--- src/hdl/assert_macros.svh ---
// Assertion macros used by websocket_frame_deframer, the RTL top of the frame deframer.
// Included by bare name; no other dependencies.
`ifndef ASSERT_MACROS_SVH
`define ASSERT_MACROS_SVH

// Check prop on every rising clock edge while out of reset.
`define WSD_ASSERT(lbl, clk, rstn, prop, msg) \
    lbl: assert property (@(posedge clk) disable iff (!(rstn)) (prop)) \
        else $error(msg);

// Check that cond never holds while out of reset.
`define WSD_NEVER(lbl, clk, rstn, cond, msg) \
    lbl: assert property (@(posedge clk) disable iff (!(rstn)) !(cond)) \
        else $error(msg);

`endif

--- src/hdl/wsd_pkg.sv ---
// Types and constants of the WebSocket frame deframer.
// No dependencies; used by wsd_parser and websocket_frame_deframer.
`default_nettype none

package wsd_pkg;

    localparam logic [6:0] LEN_EXT16 = 7'd126;
    localparam logic [6:0] LEN_EXT64 = 7'd127;
    localparam logic [3:0] EXT16_BYTES = 4'd2;
    localparam logic [3:0] EXT64_BYTES = 4'd8;

    // One result of a parsed byte, valid when a byte or empty marker leaves
    typedef struct packed {
        logic       valid;
        logic [7:0] payload_byte;
        logic [6:0] frame_kind;
        logic       frame_end;
        logic       empty_frame;
    } wsd_result_t;

endpackage

`default_nettype wire

--- src/hdl/wsd_parser.sv ---
// Frame header state machine and payload unmasking of the deframer.
// Depends on wsd_pkg; one byte is consumed per cycle in which step is high.
`default_nettype none

module wsd_parser (
    input  wire logic               aclk,
    input  wire logic               aresetn,
    input  wire logic               step,
    input  wire logic [7:0]         rx_byte,
    output wsd_pkg::wsd_result_t    result
);
    import wsd_pkg::*;

    typedef enum logic [2:0] {
        PH_FIRST,
        PH_SECOND,
        PH_EXTLEN,
        PH_KEY,
        PH_PAYLOAD
    } phase_t;

    phase_t      phase_reg, phase_next;
    logic [6:0]  kind_reg, kind_next;
    logic        masked_reg, masked_next;
    logic [3:0]  ext_cnt_reg, ext_cnt_next;
    logic [63:0] remaining_reg, remaining_next;
    logic [31:0] key_reg, key_next;
    logic [1:0]  key_idx_reg, key_idx_next;

    logic [63:0] ext_len;
    logic [7:0]  key_byte;

    assign ext_len = {remaining_reg[55:0], rx_byte};

    always_comb begin
        unique case (key_idx_reg)
            2'd0:    key_byte = key_reg[31:24];
            2'd1:    key_byte = key_reg[23:16];
            2'd2:    key_byte = key_reg[15:8];
            default: key_byte = key_reg[7:0];
        endcase
    end

    always_comb begin
        phase_next     = phase_reg;
        kind_next      = kind_reg;
        masked_next    = masked_reg;
        ext_cnt_next   = ext_cnt_reg;
        remaining_next = remaining_reg;
        key_next       = key_reg;
        key_idx_next   = key_idx_reg;

        result              = '0;
        result.frame_kind   = kind_reg;

        unique case (phase_reg)
            PH_SECOND: begin
                masked_next    = rx_byte[7];
                remaining_next = '0;
                if (rx_byte[6:0] == LEN_EXT16) begin
                    ext_cnt_next = EXT16_BYTES;
                    phase_next   = PH_EXTLEN;
                end else if (rx_byte[6:0] == LEN_EXT64) begin
                    ext_cnt_next = EXT64_BYTES;
                    phase_next   = PH_EXTLEN;
                end else begin
                    remaining_next = {57'd0, rx_byte[6:0]};
                    key_idx_next   = 2'd0;
                    if (rx_byte[7]) begin
                        key_next   = '0;
                        phase_next = PH_KEY;
                    end else if (rx_byte[6:0] == 7'd0) begin
                        result.valid       = 1'b1;
                        result.frame_end   = 1'b1;
                        result.empty_frame = 1'b1;
                        phase_next         = PH_FIRST;
                    end else begin
                        phase_next = PH_PAYLOAD;
                    end
                end
            end
            PH_EXTLEN: begin
                remaining_next = ext_len;
                ext_cnt_next   = ext_cnt_reg - 4'd1;
                if (ext_cnt_reg == 4'd1) begin
                    key_idx_next = 2'd0;
                    if (masked_reg) begin
                        key_next   = '0;
                        phase_next = PH_KEY;
                    end else if (ext_len == 64'd0) begin
                        result.valid       = 1'b1;
                        result.frame_end   = 1'b1;
                        result.empty_frame = 1'b1;
                        phase_next         = PH_FIRST;
                    end else begin
                        phase_next = PH_PAYLOAD;
                    end
                end
            end
            PH_KEY: begin
                key_next     = {key_reg[23:0], rx_byte};
                key_idx_next = key_idx_reg + 2'd1;
                if (key_idx_reg == 2'd3) begin
                    if (remaining_reg == 64'd0) begin
                        result.valid       = 1'b1;
                        result.frame_end   = 1'b1;
                        result.empty_frame = 1'b1;
                        phase_next         = PH_FIRST;
                    end else begin
                        phase_next = PH_PAYLOAD;
                    end
                end
            end
            PH_PAYLOAD: begin
                key_idx_next        = key_idx_reg + 2'd1;
                remaining_next      = remaining_reg - 64'd1;
                result.valid        = 1'b1;
                result.payload_byte = rx_byte ^ (masked_reg ? key_byte : 8'd0);
                result.frame_end    = (remaining_reg == 64'd1);
                if (remaining_reg == 64'd1) begin
                    phase_next = PH_FIRST;
                end
            end
            default: begin
                kind_next  = rx_byte[6:0];
                phase_next = PH_SECOND;
            end
        endcase
    end

    always_ff @(posedge aclk) begin
        if (!aresetn) begin
            phase_reg     <= PH_FIRST;
            kind_reg      <= '0;
            masked_reg    <= 1'b0;
            ext_cnt_reg   <= '0;
            remaining_reg <= '0;
            key_reg       <= '0;
            key_idx_reg   <= '0;
        end else if (step) begin
            phase_reg     <= phase_next;
            kind_reg      <= kind_next;
            masked_reg    <= masked_next;
            ext_cnt_reg   <= ext_cnt_next;
            remaining_reg <= remaining_next;
            key_reg       <= key_next;
            key_idx_reg   <= key_idx_next;
        end
    end

endmodule

`default_nettype wire

--- src/hdl/websocket_frame_deframer.sv ---
// WebSocket frame deframer: one received byte in per transaction, unmasked
// payload bytes out. A result is registered and presented in the cycle after its byte.
// Throughput: 1 byte per cycle while m_axis_tready is high, set by the single parser
// state register stage; the output register drains while the next byte is taken.
// Reset: synchronous aresetn low returns to the first-header-byte phase and
// drops any pending result. Depends on wsd_pkg, wsd_parser, assert_macros.svh.
`default_nettype none

`include "assert_macros.svh"

module websocket_frame_deframer (
    input  wire logic       aclk,
    input  wire logic       aresetn,
    input  wire logic       s_axis_tvalid,
    output logic            s_axis_tready,
    input  wire logic [7:0] s_axis_tdata,   // [7:0] rx_byte
    output logic            m_axis_tvalid,
    input  wire logic       m_axis_tready,
    output logic [7:0]      m_axis_tdata,   // [7:0] payload_byte
    output logic            m_axis_tlast,   // frame_end
    output logic [7:0]      m_axis_tuser    // [6:0] frame_kind, [7] empty_frame
);
    import wsd_pkg::*;

    logic        accept;
    wsd_result_t result;

    logic        valid_reg;
    logic [7:0]  data_reg;
    logic        last_reg;
    logic [7:0]  user_reg;

    // Take a byte whenever the output slot is free or being emptied
    assign s_axis_tready = !valid_reg || m_axis_tready;
    assign accept        = s_axis_tvalid && s_axis_tready;

    wsd_parser u_parser (
        .aclk    (aclk),
        .aresetn (aresetn),
        .step    (accept),
        .rx_byte (s_axis_tdata),
        .result  (result)
    );

    always_ff @(posedge aclk) begin
        if (!aresetn) begin
            valid_reg <= 1'b0;
        end else if (accept) begin
            valid_reg <= result.valid;
        end else if (m_axis_tready) begin
            valid_reg <= 1'b0;
        end
    end

    // Payload side holds while stalled, so no reset needed
    always_ff @(posedge aclk) begin
        if (accept && result.valid) begin
            data_reg <= result.payload_byte;
            last_reg <= result.frame_end;
            user_reg <= {result.empty_frame, result.frame_kind};
        end
    end

    assign m_axis_tvalid = valid_reg;
    assign m_axis_tdata  = data_reg;
    assign m_axis_tlast  = last_reg;
    assign m_axis_tuser  = user_reg;

    `WSD_ASSERT(a_empty_is_end, aclk, aresetn,
        m_axis_tvalid && m_axis_tuser[7] |-> m_axis_tlast && m_axis_tdata == 8'd0,
        "empty frame marker without end mark or with data")
    `WSD_NEVER(a_no_take_when_full, aclk, aresetn,
        m_axis_tvalid && !m_axis_tready && s_axis_tready,
        "input taken while a stalled result holds the output")
    `WSD_ASSERT(a_held_result_stays, aclk, aresetn,
        m_axis_tvalid && !m_axis_tready |=> m_axis_tvalid && $stable(m_axis_tuser),
        "stalled result changed")

endmodule

`default_nettype wire

--- config.mk ---
export PLATFORM = sky130hd
export DESIGN_NAME = websocket_frame_deframer
export DESIGN_NICKNAME = d
export VERILOG_FILES = /design/src/hdl/wsd_pkg.sv /design/src/hdl/wsd_parser.sv /design/src/hdl/websocket_frame_deframer.sv
export VERILOG_INCLUDE_DIRS = /design/src /design/src/hdl
export SDC_FILE = /design/constraint.sdc
export NUM_CORES = 1
export LEC_CHECK = 0
export BUFFER_PORTS_ARGS = -buffer_cell sky130_fd_sc_hd__buf_4
export CORE_ASPECT_RATIO = 0.75
export CORE_MARGIN = 10
export CORE_UTILIZATION = 50
export DETAILED_ROUTE_END_ITERATION = 10
export PLACE_DENSITY = 0.67
export SKIP_CTS_REPAIR_TIMING = 1
export SKIP_LAST_GASP = 1
export SLEW_MARGIN = 5
export SYNTH_ARGS = -nofsm -noshare
export SYNTH_HDL_FRONTEND = slang
export SYNTH_SLANG_ARGS = --single-unit
--- constraint.sdc ---
create_clock -name aclk -period 6.9 [get_ports aclk]
set_clock_uncertainty 0.05 [all_clocks]
set_input_delay 0 -clock aclk [delete_from_list [all_inputs] [get_ports aclk]]
set_output_delay 0 -clock aclk [all_outputs]
set_load 0.1 [all_outputs]
==> impl_results.md <==
* CP startpoint kind: register
* GPL Wtd Cong at 0.920
* Synth Flop Type: dfxtp_1
* Worst Slack Setup Final at 2.83 ns
* Die H at between 100 and 150 um
* Cell Pwr Density at 284 nW/um2
* Cell Rows at 38
* RSZ-0062 raised after global routing: false
* Max FFs per register at 64
* Slowest cell on the critical path: or4b_1
* Critical Path Sink: m_axis_tvalid
* Global-route wire length before repair at 36.5 mm
* Drt total wl at 22.7 mm
* Initial Utilization at 51.1%
* Largest net degree at the start of global routing at 69
* Placeable Area at between 10000 and 15000 um2
* Clk sink count at roughly 130
* Skew-Pair Late Insertion Delay at 0.42 ns
* Initial DRC count at 1133
* Max Fanout on Critical Path at 8
* Via count at 7625
* Critical R2R Launch: u_parser.remaining_reg[0]
* Nets at 981
* Finished layout cell area at approximately 8400 um2
* Vias per cell at about 6.5
* Vias in the first global route at 6677
* Max H-tree Level at 4
* Tcrit/Tclk final at 59.0%
* Die area at 20200 um2
* Cell Area, Placed at 7670 um2
* Top cells by count, synth: 121 x nand2_1, 114 x dfxtp_1, 98 x nor2_1
* Leak pwr at 3.04 nW
* Yosys Warn Count at 0
* Port bufs at 30
* Seq/Total Area, Yosys at 37.7%
* CTS tree: yes
* Final setup TNS at 0 ns
* Async set or reset register ratio after synthesis at 0%
* Routed wire length per instance at roughly 19 um
* Reg-to-Reg End: m_axis_tvalid
* Worst path max stage delay at 0.65 ns
* Initial antenna violation count at 0
* Worst rel slew slack at about a quarter
* Syn Nets at 984
* FMAX at 0.246 GHz
* Final min period at 4.07 ns
* Layout cells sized above 1 at 9.24%
* Crit path arrival time at approximately 4.4 ns
* # diodes at 0
* Worst Path Required at roughly 7.2 ns
* Top post-synthesis cells by area: dfxtp_1 31%, edfxtp_1 6.9%, nand2_1 6.1%, a21oi_1 5.5%, nor2_1 5.0%
* Die Span X at 161 um
* Syn avg cell area at 7.69 um2
* Max Cap Viol at 0
* Crit. End Element: register
* Pre-CTS WS at 3.11 ns
* Outcome: finished, final reports clean
* Clock Root Buffer: clkbuf_16
* Reg2Reg Setup Slack at roughly 2.8 ns
* CP Cell Sequence: inv_1 > ha_1 > or4b_1 > nor3_1 > nand2_1 > o32ai_1 > o311ai_0 > a21oi_1 > dlygate4sd3_1
* Hold Fails Final Rpt at 0
* GR Overflow Total at 0
* Num CTS Buffers at 17
* Top cell type's share of synthesized area at 30.8%
* CTS max path bufs at 2
* Clock slew at reported path FFs at 0.06 ns
* Syn-to-layout area delta at 12.8%
* Gate Count Post-Synth at just under 1000
* Count leader, synth: nand2_1
* Final Setup Violations at 0
* DPL Wire Length at 14.7 mm
* Maximum vdd drop at between 0.15 and 0.2 mV
* Post-route ant nets at 0
* Critical Path Start: u_parser.remaining_reg[0]
* All-layer global routing usage at 21.7%
* Slew Limit Fails at 0
* R2R depth at 9
* Cell taking the most area after synthesis: dfxtp_1
* EDFF count, synth at 17
* Synthesized area at around 7400 um2
* Remaining DRCs at 0
* Critical path type: register to register
* Io pins at 31
* Measured slew at the worst slew-check pin at 1.12 ns
* Worst hold-check path type: input port to register
* Post-synthesis cell type count at 69
* Synthesis-stage register bit count at ~130
* Pre-antenna DRT Iters at 5
## placed cells by master (no fill, tap or decap), types with 14 or more instances in the layout
| master | n |
|---|---|
| nand2_1 | 121 |
| buf_4 | 40 |
| nor2_1 | 97 |
| nor4_1 | 25 |
| nand4_1 | 18 |
| o21ai_0 | 60 |
| or3_1 | 17 |
| a22oi_1 | 14 |
| nand3_1 | 65 |
| nor3_1 | 35 |
| edfxtp_1 | 17 |
| dfxtp_1 | 114 |
| a21oi_1 | 82 |
| clkbuf_16 | 17 |
## worst max-delay path: cells and delay by family, from the launching register on
family                     cells  cell delay, ns
and+or+nand+nor                3            1.70
AOI/OAI and AO/OA              3            1.03
buffers and inverters          2            0.64
DFF                            1            0.36
adders and majority gates      1            0.22
## layout make-up
type | count | area, um2
sequential | 131 | 2790
clock buffer | 20 | 457
multi-input combinational | 747 | 4280
tap | 200 | 250
timing repair buffer | 51 | 410
inverter | 13 | 48.8
fill | 1362 | 6130
clock inverter | 12 | 129
## logic make-up (layout without fill, tap and decap cells)
logic type	after synthesis	count (layout)	share of synthesized area, %
AOI/OAI and AO/OA	282	282	24.8
xor gates and xnor gates	12	12	1.42
adders and majority gates	8	8	1.35
buffers and inverters	86	96	4.72
DFF	131	131	37.7
muxes	9	9	1.22
and+or+nand+nor	436	436	28.9
## worst min path at each step
stage	from	to	slack, ns	depth (start not counted)
floorplan	s_axis_tdata[0]	u_parser.kind_reg[0]	0.09	2
global placement	s_axis_tdata[7]	u_parser.key_reg[7]	0.26	3
detailed placement	s_axis_tdata[7]	u_parser.masked_reg	0.28	3
CTS	s_axis_tdata[7]	u_parser.masked_reg	-0.17	3
global route	m_axis_tready	u_parser.phase_reg[0]	0.34	6
finish	m_axis_tready	u_parser.phase_reg[0]	0.29	6
## metrics by stage
step                      util (%)  power, mW  instances  hold WS, ns
final                         57.7       2.38       1174        0.290
after floorplan                  -       1.32        964       0.0939
after detailed placement      52.9       1.47       1131        0.276
after global routing          57.7       2.48       1174        0.336
after global placement        52.9       1.47       1131        0.261
after CTS                     56.9       2.36       1163       -0.165
## metal layers
metal,share of wire (%),GRT usage [%]
met1,47,33.2
met2,42,28.9
met3,10,5.87
met4,1.0,5.33
met5,0,0
## where the power goes
group | total [mW] | leakage [nW] | switching [mW] | internal (mW)
Clock | 0.897 | 0.283 | 0.346 | 0.551
Combinational | 0.637 | 1.67 | 0.433 | 0.204
Sequential | 0.843 | 1.08 | 0.0409 | 0.802
Total | 2.38 | 3.04 | 0.820 | 1.56
Power figures use the tool's default switching activity.
